--- src/hdl/rsl_pkg.sv ---
// Shared constants and types for the run-slice line rasterizer.
`timescale 1ns / 1ps

package rsl_pkg;

    // coordinate width of every endpoint and pixel
    localparam int CB = 6;
    // width of distances plus one (dmax+1, dmin+1, quotient, remainder)
    localparam int DW = CB + 1;
    // divider step counter width
    localparam int DCW = $clog2(DW + 1);

    // stream data widths, rounded up to whole bytes
    localparam int IN_W  = ((4 * CB + 7) / 8) * 8;
    localparam int OUT_W = ((2 * CB + 7) / 8) * 8;

    typedef logic [CB-1:0] coord_t;
    typedef logic [DW-1:0] dist_t;

    // ordered line description, start point has the smaller x
    typedef struct packed {
        coord_t x0;
        coord_t y0;
        coord_t dmax;
        coord_t dmin;
        logic   shallow;
        logic   down;
    } line_t;

    // divider result bundle
    typedef struct packed {
        logic  done;
        dist_t quot;
        dist_t rem;
    } div_res_t;

endpackage

--- src/hdl/rsl_setup.sv ---
// Line setup: start point choice, deltas, major/minor axis and direction.
`timescale 1ns / 1ps

module rsl_setup (
    input  rsl_pkg::coord_t x_start,
    input  rsl_pkg::coord_t y_start,
    input  rsl_pkg::coord_t x_end,
    input  rsl_pkg::coord_t y_end,
    output rsl_pkg::line_t  line
);
    import rsl_pkg::*;

    coord_t x0;
    coord_t y0;
    coord_t x1;
    coord_t y1;
    coord_t dx;
    coord_t ady;
    logic   down;
    logic   shallow;

    // start from the endpoint with the smaller x; equal x starts at the end point
    always_comb
    begin
        if (x_end > x_start)
        begin
            x0 = x_start;
            y0 = y_start;
            x1 = x_end;
            y1 = y_end;
        end
        else
        begin
            x0 = x_end;
            y0 = y_end;
            x1 = x_start;
            y1 = y_start;
        end
    end

    // deltas and axis selection; a tie counts as steep
    always_comb
    begin
        dx      = x1 - x0;
        down    = y1 < y0;
        ady     = down ? (y0 - y1) : (y1 - y0);
        shallow = dx > ady;
    end

    assign line.x0      = x0;
    assign line.y0      = y0;
    assign line.dmax    = shallow ? dx : ady;
    assign line.dmin    = shallow ? ady : dx;
    assign line.shallow = shallow;
    assign line.down    = down;

endmodule

--- src/hdl/rsl_div.sv ---
// Iterative restoring divider, one quotient bit per cycle on a shared subtractor.
`timescale 1ns / 1ps

module rsl_div (
    input  logic              clk,
    input  logic              rst_n,
    input  logic              start,
    input  rsl_pkg::dist_t    dividend,
    input  rsl_pkg::dist_t    divisor,
    output rsl_pkg::div_res_t res
);
    import rsl_pkg::*;

    logic [DCW-1:0] cnt_reg;
    logic [DCW-1:0] cnt_next;
    logic           done_reg;
    logic           done_next;
    dist_t          rem_reg;
    dist_t          rem_next;
    dist_t          quot_reg;
    dist_t          quot_next;
    dist_t          den_reg;
    dist_t          den_next;

    logic [DW:0]    rsh;
    logic [DW+1:0]  diff;
    logic           ge;

    // one trial subtraction per step
    always_comb
    begin
        rsh  = {rem_reg, quot_reg[DW-1]};
        diff = {1'b0, rsh} - {2'b00, den_reg};
        ge   = !diff[DW+1];
    end

    always_comb
    begin
        cnt_next  = cnt_reg;
        done_next = 1'b0;
        rem_next  = rem_reg;
        quot_next = quot_reg;
        den_next  = den_reg;
        if (start)
        begin
            cnt_next  = DCW'(DW);
            rem_next  = '0;
            quot_next = dividend;
            den_next  = divisor;
        end
        else if (cnt_reg != '0)
        begin
            cnt_next  = cnt_reg - 1'b1;
            rem_next  = ge ? diff[DW-1:0] : rsh[DW-1:0];
            quot_next = {quot_reg[DW-2:0], ge};
            done_next = (cnt_reg == DCW'(1));
        end
    end

    always_ff @(posedge clk or negedge rst_n)
    begin
        if (!rst_n)
        begin
            cnt_reg  <= '0;
            done_reg <= 1'b0;
        end
        else
        begin
            cnt_reg  <= cnt_next;
            done_reg <= done_next;
        end
    end

    // datapath registers, no reset needed
    always_ff @(posedge clk)
    begin
        rem_reg  <= rem_next;
        quot_reg <= quot_next;
        den_reg  <= den_next;
    end

    assign res.done = done_reg;
    assign res.quot = quot_reg;
    assign res.rem  = rem_reg;

endmodule

--- src/hdl/run_slice_line_raster.sv ---
// Run-slice line rasterizer top level: setup, divider and pixel sequencer.
//
//  channel | dir | tdata (low bit up)                     | tlast      | tuser
//  --------+-----+----------------------------------------+------------+------
//  s_*     | in  | x_start, y_start, x_end, y_end          | -          | -
//  m_*     | out | pixel_x, pixel_y                        | last_pixel | -
//
// A line is accepted, then passes through the 7-step divider that forms run
// length and remainder, then is emitted as dmax+1 pixels, one pixel per cycle
// when m_tready is high.
// s_tready is high only when idle. m_tready low holds the current pixel.
// Reset (rst_n low, asynchronous) returns the sequencer to idle.
`timescale 1ns / 1ps

module run_slice_line_raster (
    input  logic                    clk,
    input  logic                    rst_n,
    input  logic                    s_tvalid,
    output logic                    s_tready,
    input  logic [rsl_pkg::IN_W-1:0] s_tdata,   // x_start, y_start, x_end, y_end
    output logic                    m_tvalid,
    input  logic                    m_tready,
    output logic [rsl_pkg::OUT_W-1:0] m_tdata,  // pixel_x, pixel_y
    output logic                    m_tlast     // last_pixel
);
    import rsl_pkg::*;

    typedef enum logic [1:0] {
        S_IDLE,
        S_DIV,
        S_EMIT
    } state_t;

    state_t   state_reg;
    state_t   state_next;
    line_t    line_reg;
    line_t    line_next;
    line_t    setup_line;
    div_res_t div_res;

    dist_t    base_reg;
    dist_t    base_next;
    dist_t    r_reg;
    dist_t    r_next;
    dist_t    acc_reg;
    dist_t    acc_next;
    dist_t    cnt_reg;
    dist_t    cnt_next;
    coord_t   n_reg;
    coord_t   n_next;
    coord_t   cx_reg;
    coord_t   cx_next;
    coord_t   cy_reg;
    coord_t   cy_next;
    logic     last_reg;
    logic     last_next;

    logic     in_acc;
    logic     out_acc;
    dist_t    m_cnt;
    dist_t    sum;
    logic     wrap;
    coord_t   cy_step;

    assign in_acc  = s_tvalid && s_tready;
    assign out_acc = m_tvalid && m_tready;

    // endpoint ordering and deltas
    rsl_setup u_setup (
        .x_start (s_tdata[CB-1:0]),
        .y_start (s_tdata[2*CB-1:CB]),
        .x_end   (s_tdata[3*CB-1:2*CB]),
        .y_end   (s_tdata[4*CB-1:3*CB]),
        .line    (setup_line)
    );

    // (dmax+1) / (dmin+1) and remainder
    rsl_div u_div (
        .clk      (clk),
        .rst_n    (rst_n),
        .start    (in_acc),
        .dividend (DW'(setup_line.dmax) + DW'(1)),
        .divisor  (DW'(setup_line.dmin) + DW'(1)),
        .res      (div_res)
    );

    // run length spread: run i is one longer when i*r mod m + r reaches m
    always_comb
    begin
        m_cnt   = DW'(line_reg.dmin) + DW'(1);
        sum     = acc_reg + r_reg;
        wrap    = sum >= m_cnt;
        cy_step = line_reg.down ? (cy_reg - 1'b1) : (cy_reg + 1'b1);
    end

    // sequencer
    always_comb
    begin
        state_next = state_reg;
        line_next  = line_reg;
        base_next  = base_reg;
        r_next     = r_reg;
        acc_next   = acc_reg;
        cnt_next   = cnt_reg;
        n_next     = n_reg;
        cx_next    = cx_reg;
        cy_next    = cy_reg;
        last_next  = last_reg;
        case (state_reg)
            S_IDLE:
            begin
                if (in_acc)
                begin
                    line_next  = setup_line;
                    state_next = S_DIV;
                end
            end
            S_DIV:
            begin
                if (div_res.done)
                begin
                    base_next  = div_res.quot;
                    r_next     = div_res.rem;
                    acc_next   = div_res.rem;
                    cnt_next   = div_res.quot - 1'b1;
                    n_next     = '0;
                    cx_next    = line_reg.x0;
                    cy_next    = line_reg.y0;
                    last_next  = (line_reg.dmax == '0);
                    state_next = S_EMIT;
                end
            end
            S_EMIT:
            begin
                if (out_acc)
                begin
                    if (last_reg)
                    begin
                        state_next = S_IDLE;
                    end
                    else
                    begin
                        n_next    = n_reg + 1'b1;
                        last_next = ((n_reg + 1'b1) == line_reg.dmax);
                        if (cnt_reg != '0)
                        begin
                            // major step inside the run
                            cnt_next = cnt_reg - 1'b1;
                            if (line_reg.shallow)
                                cx_next = cx_reg + 1'b1;
                            else
                                cy_next = cy_step;
                        end
                        else
                        begin
                            // new run: minor step plus first major step
                            cx_next  = cx_reg + 1'b1;
                            cy_next  = cy_step;
                            cnt_next = wrap ? base_reg : (base_reg - 1'b1);
                            acc_next = wrap ? (sum - m_cnt) : sum;
                        end
                    end
                end
            end
            default:
            begin
                state_next = S_IDLE;
            end
        endcase
    end

    // state and registered outputs
    always_ff @(posedge clk or negedge rst_n)
    begin
        if (!rst_n)
        begin
            state_reg <= S_IDLE;
            line_reg  <= '0;
            base_reg  <= '0;
            r_reg     <= '0;
            acc_reg   <= '0;
            cnt_reg   <= '0;
            n_reg     <= '0;
            cx_reg    <= '0;
            cy_reg    <= '0;
            last_reg  <= 1'b0;
        end
        else
        begin
            state_reg <= state_next;
            line_reg  <= line_next;
            base_reg  <= base_next;
            r_reg     <= r_next;
            acc_reg   <= acc_next;
            cnt_reg   <= cnt_next;
            n_reg     <= n_next;
            cx_reg    <= cx_next;
            cy_reg    <= cy_next;
            last_reg  <= last_next;
        end
    end

    assign s_tready = (state_reg == S_IDLE);
    assign m_tvalid = (state_reg == S_EMIT);
    assign m_tdata  = OUT_W'({cy_reg, cx_reg});
    assign m_tlast  = last_reg;

    // checks
    a_no_overlap: assert property (@(posedge clk) disable iff (!rst_n)
        !(s_tready && m_tvalid))
        else $error("input ready while a line is being emitted");

    a_accept_busy: assert property (@(posedge clk) disable iff (!rst_n)
        (s_tvalid && s_tready) |=> (!s_tready && !m_tvalid))
        else $error("accepted line did not enter the divide phase");

    a_last_ends: assert property (@(posedge clk) disable iff (!rst_n)
        (m_tvalid && m_tready && m_tlast) |=> (!m_tvalid && s_tready))
        else $error("output continued after the last pixel");

endmodule
--- config.mk ---
export PLATFORM = sky130hd
export DESIGN_NAME = run_slice_line_raster
export DESIGN_NICKNAME = d
export VERILOG_FILES = /design/src/hdl/rsl_pkg.sv /design/src/hdl/rsl_setup.sv /design/src/hdl/rsl_div.sv /design/src/hdl/run_slice_line_raster.sv
export SDC_FILE = /design/constraint.sdc
export NUM_CORES = 1
export LEC_CHECK = 0
export BUFFER_PORTS_ARGS = -buffer_cell sky130_fd_sc_hd__buf_4
export CAP_MARGIN = 20
export CELL_PAD_IN_SITES_DETAIL_PLACEMENT = 2
export CELL_PAD_IN_SITES_GLOBAL_PLACEMENT = 2
export CORE_AREA = 5 5 132 159
export DETAILED_ROUTE_END_ITERATION = 7
export DIE_AREA = 0 0 137 164
export PLACE_DENSITY_LB_ADDON = 0.1
export SLEW_MARGIN = 15
export SYNTH_ARGS = -nofsm -noshare
export SYNTH_HDL_FRONTEND = slang
export SYNTH_SLANG_ARGS = --single-unit
--- constraint.sdc ---
create_clock -name clk -period 11.9 [get_ports clk]
set_input_delay 2.38 -clock clk [delete_from_list [all_inputs] [get_ports clk]]
set_output_delay 2.38 -clock clk [all_outputs]
set_load 0.02 [all_outputs]
**Word-level counts from Yosys, hierarchy flattened**

Index checks and enable logic that the tools add are counted.

- Bits in registers: 100
- Logic and storage cells: 122
- Output and inout port bits: 19

- Muxes and demuxes: 52
- Reduce and logical (&&, ||, !) cells: 17
- Add/subtract/negate cells: 17
- Equal/unequal tests: 12
- Order comparisons: 4

Operators by type and width:

| operator | count |
|---|---|
| 6-bit two-way mux | 21 |
| 7-bit two-way mux | 13 |
| 6-bit one-hot mux with 2 select lines | 3 |
| 7-bit one-hot mux with 2 select lines | 2 |
| 6-bit by 1-bit adder with 7-bit output, second input constant | 3 |
| 7-bit by 1-bit subtractor with 7-bit output, second input constant | 3 |
| 6-bit by 1-bit adder with 6-bit output, second input constant | 3 |
| 6-bit subtractor | 3 |
| 5-bit AND reduction | 3 |
| 6-bit > comparator | 2 |
| 8-bit by 7-bit subtractor with 9-bit output | 1 |
| 2-bit two-way mux | 4 |
| 2-bit by 1-bit inequality test with 1-bit output, second input constant | 4 |
| 4-bit AND reduction | 2 |
| 7-bit adder | 1 |
| 7-bit >= comparator | 1 |
| 7-bit nonzero test | 1 |
| 7-bit subtractor | 1 |
| 6-bit equality test | 1 |
| 6-bit zero test | 1 |
| 6-bit < comparator | 1 |
| 3-bit two-way mux | 2 |
| 3-bit inequality test, second input constant | 2 |
| 2-bit one-hot mux with 3 select lines | 1 |
| other kinds (15) | 23 |

**Depth between registers and ports, before layout**

- Depth in word-level cells: 8
- Gate-level depth with buffers: 30
- Mapped depth without buffers: 25

**Hierarchy**

A second synthesis with hierarchy kept.

- Cells, all modules: 861
- Area total of the unflattened synthesis: 7559.8 µm²

By module, submodules not included:

| module | cells an instance | area each (µm²) | times used | seq. area each (µm²) |
|---|---|---|---|---|
| run_slice_line_raster | 509 | 4738.3 | 1 | 1876.8 |
| rsl_setup | 225 | 1435.1 | 1 | 0.0 |
| rsl_div | 127 | 1386.3 | 1 | 660.6 |

**Least setup slack after synthesis**

OpenSTA, ideal clock, no wires.

- Kind: input-to-reg
- Start point: input s_tdata[3] in the netlist's numbering
- End point: register u_div.quot_reg[5] (data pin)
- Buffers on the path: 5
- Path slack: 3.757 ns
- Library setup time: 0.264 ns
- Cell stages on the path: 30
- Arrival: 7.879 ns
- Cell sequence: inv_1 -> ha_1 -> buf_6 -> and4_4 -> and2_1 -> a31oi_2 -> buf_2 -> clkbuf_1 -> nand2_1 -> nor2_1 -> a21oi_1 -> ha_1 -> a221oi_1 -> a31oi_1 -> or3_1 -> buf_6 -> o211a_1 -> nor4_1 -> inv_1 -> ha_1 -> nand3_1 -> o22a_1 -> nand2_1 -> buf_1 -> nand3_1 -> mux2i_1 -> o32ai_2 -> a2111oi_4 -> xor2_1 -> o21ai_1

- Cells in the longest elaborated chain, start to end: 8
- Elaborated cells between the ends (all ways): 14
- Those cells by class: add/sub: 4; order compare: 3; mux: 7

Ends and longest elaborated chain:

| what | RTL line | RTL |
|---|---|---|
| start, declared | run_slice_line_raster.sv:20 | `input logic [rsl_pkg::IN_W-1:0] s_tdata,` |
| 6-bit > comparator | rsl_setup.sv:25 | `if (x_end > x_start)` |
| 6-bit two-way mux | rsl_setup.sv:25 |  |
| 6-bit subtractor / 6-bit < comparator (equally long branches) | rsl_setup.sv:46, rsl_setup.sv:45 |  |
| 6-bit two-way mux | rsl_setup.sv:46 | `ady = down ? (y0 - y1) : (y1 - y0);` |
| 6-bit > comparator | rsl_setup.sv:47 | `shallow = dx > ady;` |
| 6-bit two-way mux (*) | rsl_setup.sv:52 | `assign line.dmax = shallow ? dx : ady;` |
| 6-bit by 1-bit adder with 7-bit output (*) | run_slice_line_raster.sv:82 | `.dividend (DW'(setup_line.dmax) + DW'(1)),` |
| 7-bit two-way mux (*) | rsl_div.sv:44 | `if (start)` |
| named net u_div.quot_next[5] | rsl_div.sv:21 | `dist_t quot_next;` |
| end signal, assigned | rsl_div.sv:78 | `quot_reg <= quot_next;` |
| end, declared | rsl_div.sv:20 | `dist_t quot_reg;` |

The timed path passes the listed nets; every way through them passes the cells marked *.
A chain may end at the register's enable or synchronous reset.

**Final worst setup path**

Ends and elaborated chain as after synthesis.

==> flow_metrics.env <==
export IMPL_root_buffer="clkbuf_16"
export IMPL_finalSetupViolCount=0
export IMPL_grt_max_degree=48
export IMPL_ioPinCount=47
export IMPL_syn_cell_area_mm2=0.00758
export IMPL_cts_max_level=3
export IMPL_drc=0
export IMPL_totalWireLength_um=24500
export IMPL_end_kind="register"
export IMPL_dr_pass1_iters=4
export IMPL_postRouteAntennaNets=0
export IMPL_leakage_nw=3.81
export IMPL_die_y_um=164
export IMPL_hold_violations=0
export IMPL_core_mm2=0.0193
export IMPL_regToRegSetupSlack_ps=7400
export IMPL_port_buffers=42
export IMPL_synth_simple_gate_area_share_pct=21.2
export IMPL_cap_violations=0
export IMPL_synth_xor_area_share_pct=7.03
export IMPL_ctsLongestPathBuffers=2
export IMPL_nets=1007
export IMPL_arrival_ps=8280
export IMPL_slew_headroom_pct=35.3
export IMPL_synth_cell_type_count=82
export IMPL_dpl_hpwl_um=19000
export IMPL_netlist_area_leader_share_pct=26.1
export IMPL_yosysMostFrequentCell="nand2_1"
export IMPL_max_freq_ghz=0.122
export IMPL_status="finished, final reports clean"
export IMPL_peakVddDrop_mv=0.109
export IMPL_tritoncts="yes"
export IMPL_synth_top_family_by_area="simple AND/OR/NAND/NOR gates"
export IMPL_grt_antenna_before_repair=0
export IMPL_drtIter0Drc=280
export IMPL_layout_drive_gt1_share_pct=9.24
export IMPL_cts_sinks=100
export IMPL_yosysSeqAreaShare_pct=33.5
export IMPL_grt_usage_pct=22.6
export IMPL_synth_cells=906
export IMPL_synthArstFlopShare_pct=79.0
export IMPL_synth_top_cell_by_area="dfrtp_1"
export IMPL_route_vias_total=6730
export IMPL_power_total_mw=2.39
export IMPL_rsz0062_at_grt="no"
export IMPL_antenna_cells=0
export IMPL_p_per_area_mw_per_mm2=286
export IMPL_n_fill_cell=2179
export IMPL_path_clk_slew_ps=70
export IMPL_critPathLaunchType="primary input"
export IMPL_synthMuxAreaShare_pct=3.10
export IMPL_place_congestion=0.881
export IMPL_viasPerCell=5.65
export IMPL_crit_type="primary input to register"
export IMPL_grt_pass1_wl_um=40300
export IMPL_cp_max_fo=24
export IMPL_post_cts_resized=0
export IMPL_first_global_vias=7645
export IMPL_area_growth_pct=10.5
export IMPL_yosysWarnings=0
export IMPL_finalCritPeriodShare_pct=68.8
export IMPL_min_period_ps=8190
export IMPL_grt_overflow_total=0
export IMPL_synth_flop_cell="dfrtp_1"
export IMPL_tightestPinTransition_ps=956
export IMPL_crit_required_ps=11990
export IMPL_synth_area_leaders="dfrtp_1, ha_1, nand2_1, edfxtp_1, o21ai_0"
export IMPL_netlist_top_cells_count="nand2_1, dfrtp_1, nor2_1, o21ai_0, inv_1"
export IMPL_fin_setup_tns_ps=0
export IMPL_cts_buffers=9
export IMPL_wire_per_inst_um=20.6
export IMPL_rows=56
export IMPL_clkLatencyLatePin_ps=360
export IMPL_hold_buffers=0
export IMPL_ys_ff_latch=100
export IMPL_dieArea_mm2=0.0225
export IMPL_synth_compound_area_share_pct=20.5
export IMPL_synth_edf_count=14
export IMPL_start_util_pct=39.3
export IMPL_largest_reg_flops=26
export IMPL_synth_fa_ha_area_share_pct=9.28
export IMPL_die_width_um=137
export IMPL_maxSlewViolCount=0
export IMPL_post_cts_setup_buffers=0
export IMPL_min_path_type="register to register"
export IMPL_fin_worst_skew_ps=14.3
export IMPL_synth_avg_cell_area_um2=8.37
cell families (layout without fill, tap and decap cells):
group                      after synthesis  in the layout
DFF                                    100            100
muxes                                   22             22
and+or+nand+nor                        340            340
AOI/OAI and AO/OA                      231            231
buffers and inverters                   98            120
xor gates and xnor gates                60             60
other                                    1              4
adders and majority gates               54             54
metal layers:
layer | track usage, % | wire (um) | up-vias
li1 | - | - | 3233
met1 | 28.8 | 10900 | 3413
met2 | 40.9 | 12800 | 60
met3 | 2.27 | 443 | 24
met4 | 5.31 | 362 | 0
met5 | 0 | 0 | -
power by group:
| group | internal (mW) | switching, mW | leakage (nW) |
|---|---|---|---|
| Clock | 0.145 | 0.145 | 0.134 |
| Combinational | 0.590 | 0.846 | 2.50 |
| Sequential | 0.509 | 0.159 | 1.18 |
| Total | 1.24 | 1.15 | 3.81 |
through the flow:
stage / instance area [um2] / utilization [%] / setup WS (ps) / hold WS (ps) / instances
global route: 8380 / 43.5 / 3070 / 516 / 1192
floorplan: 7590 / - / 3760 / 442 / 909
global placement: 8090 / 42.0 / 3740 / 467 / 1176
CTS: 8380 / 43.5 / 3730 / 483 / 1192
detailed placement: 8090 / 42.0 / 3390 / 477 / 1176
finish: 8380 / 43.5 / 3710 / 488 / 1192
worst paths after layout:
| check | startpoint | cells after the start | end |
|---|---|---|---|
| max | s_tdata[3] | 26 | u_div.quot_reg[5] |
| min | u_div.done_reg | 1 | state_reg[0] |
| max reg2reg | r_reg[0] | 13 | cnt_reg[5] |
| min reg2reg | u_div.done_reg | 1 | state_reg[0] |
| max in group asynchronous | rst_n | 2 | u_div.cnt_reg[2] |
| min in group asynchronous | rst_n | 1 | cx_reg[5] |
final cells by class:
type / instances / area (um2) / share of cell area, %
clock buffer: 9 / 225 / 2.69
multi-input combinational: 711 / 4650 / 55.5
inverter: 53 / 199 / 2.37
clock inverter: 7 / 61.3 / 0.732
tap: 261 / 327 / 3.90
sequential: 100 / 2540 / 30.3
timing repair buffer: 51 / 383 / 4.57
cells in the final DEF (no fill, tap or decap), drive strengths merged, types with 7 or more instances in the layout:
cell type	instances
o21ai	66
xor2	23
and3	8
ha	49
nand3	25
nor2	72
a31oi	12
nand2	138
a211oi	12
buf	51
dfrtp	79
a21o	17
nor4	8
edfxtp	14
nor3	20
a21oi	50
xnor2	37
clkbuf	9
inv	55
mux2i	20
nor2b	16
nand2b	21
dfxtp	7
worst max-delay path, cell delays in order:
cell	delay, ps
buf_4	100
inv_1	50
ha_1	420
and4_4	310
o21ai_1	150
a31oi_2	220
nand2_1	110
nor2_1	110
a21oi_1	60
ha_1	190
a221oi_1	270
a31oi_1	170
or3_1	540
o211a_1	190
nor4_1	400
inv_1	100
ha_1	310
nand3_1	70
o22a_1	180
nand2_1	600
o21ai_0	200
o2bb2ai_1	310
o32ai_2	170
a2111oi_4	390
xor2_1	180
o21ai_1	70
Power figures use the tool's default switching activity.
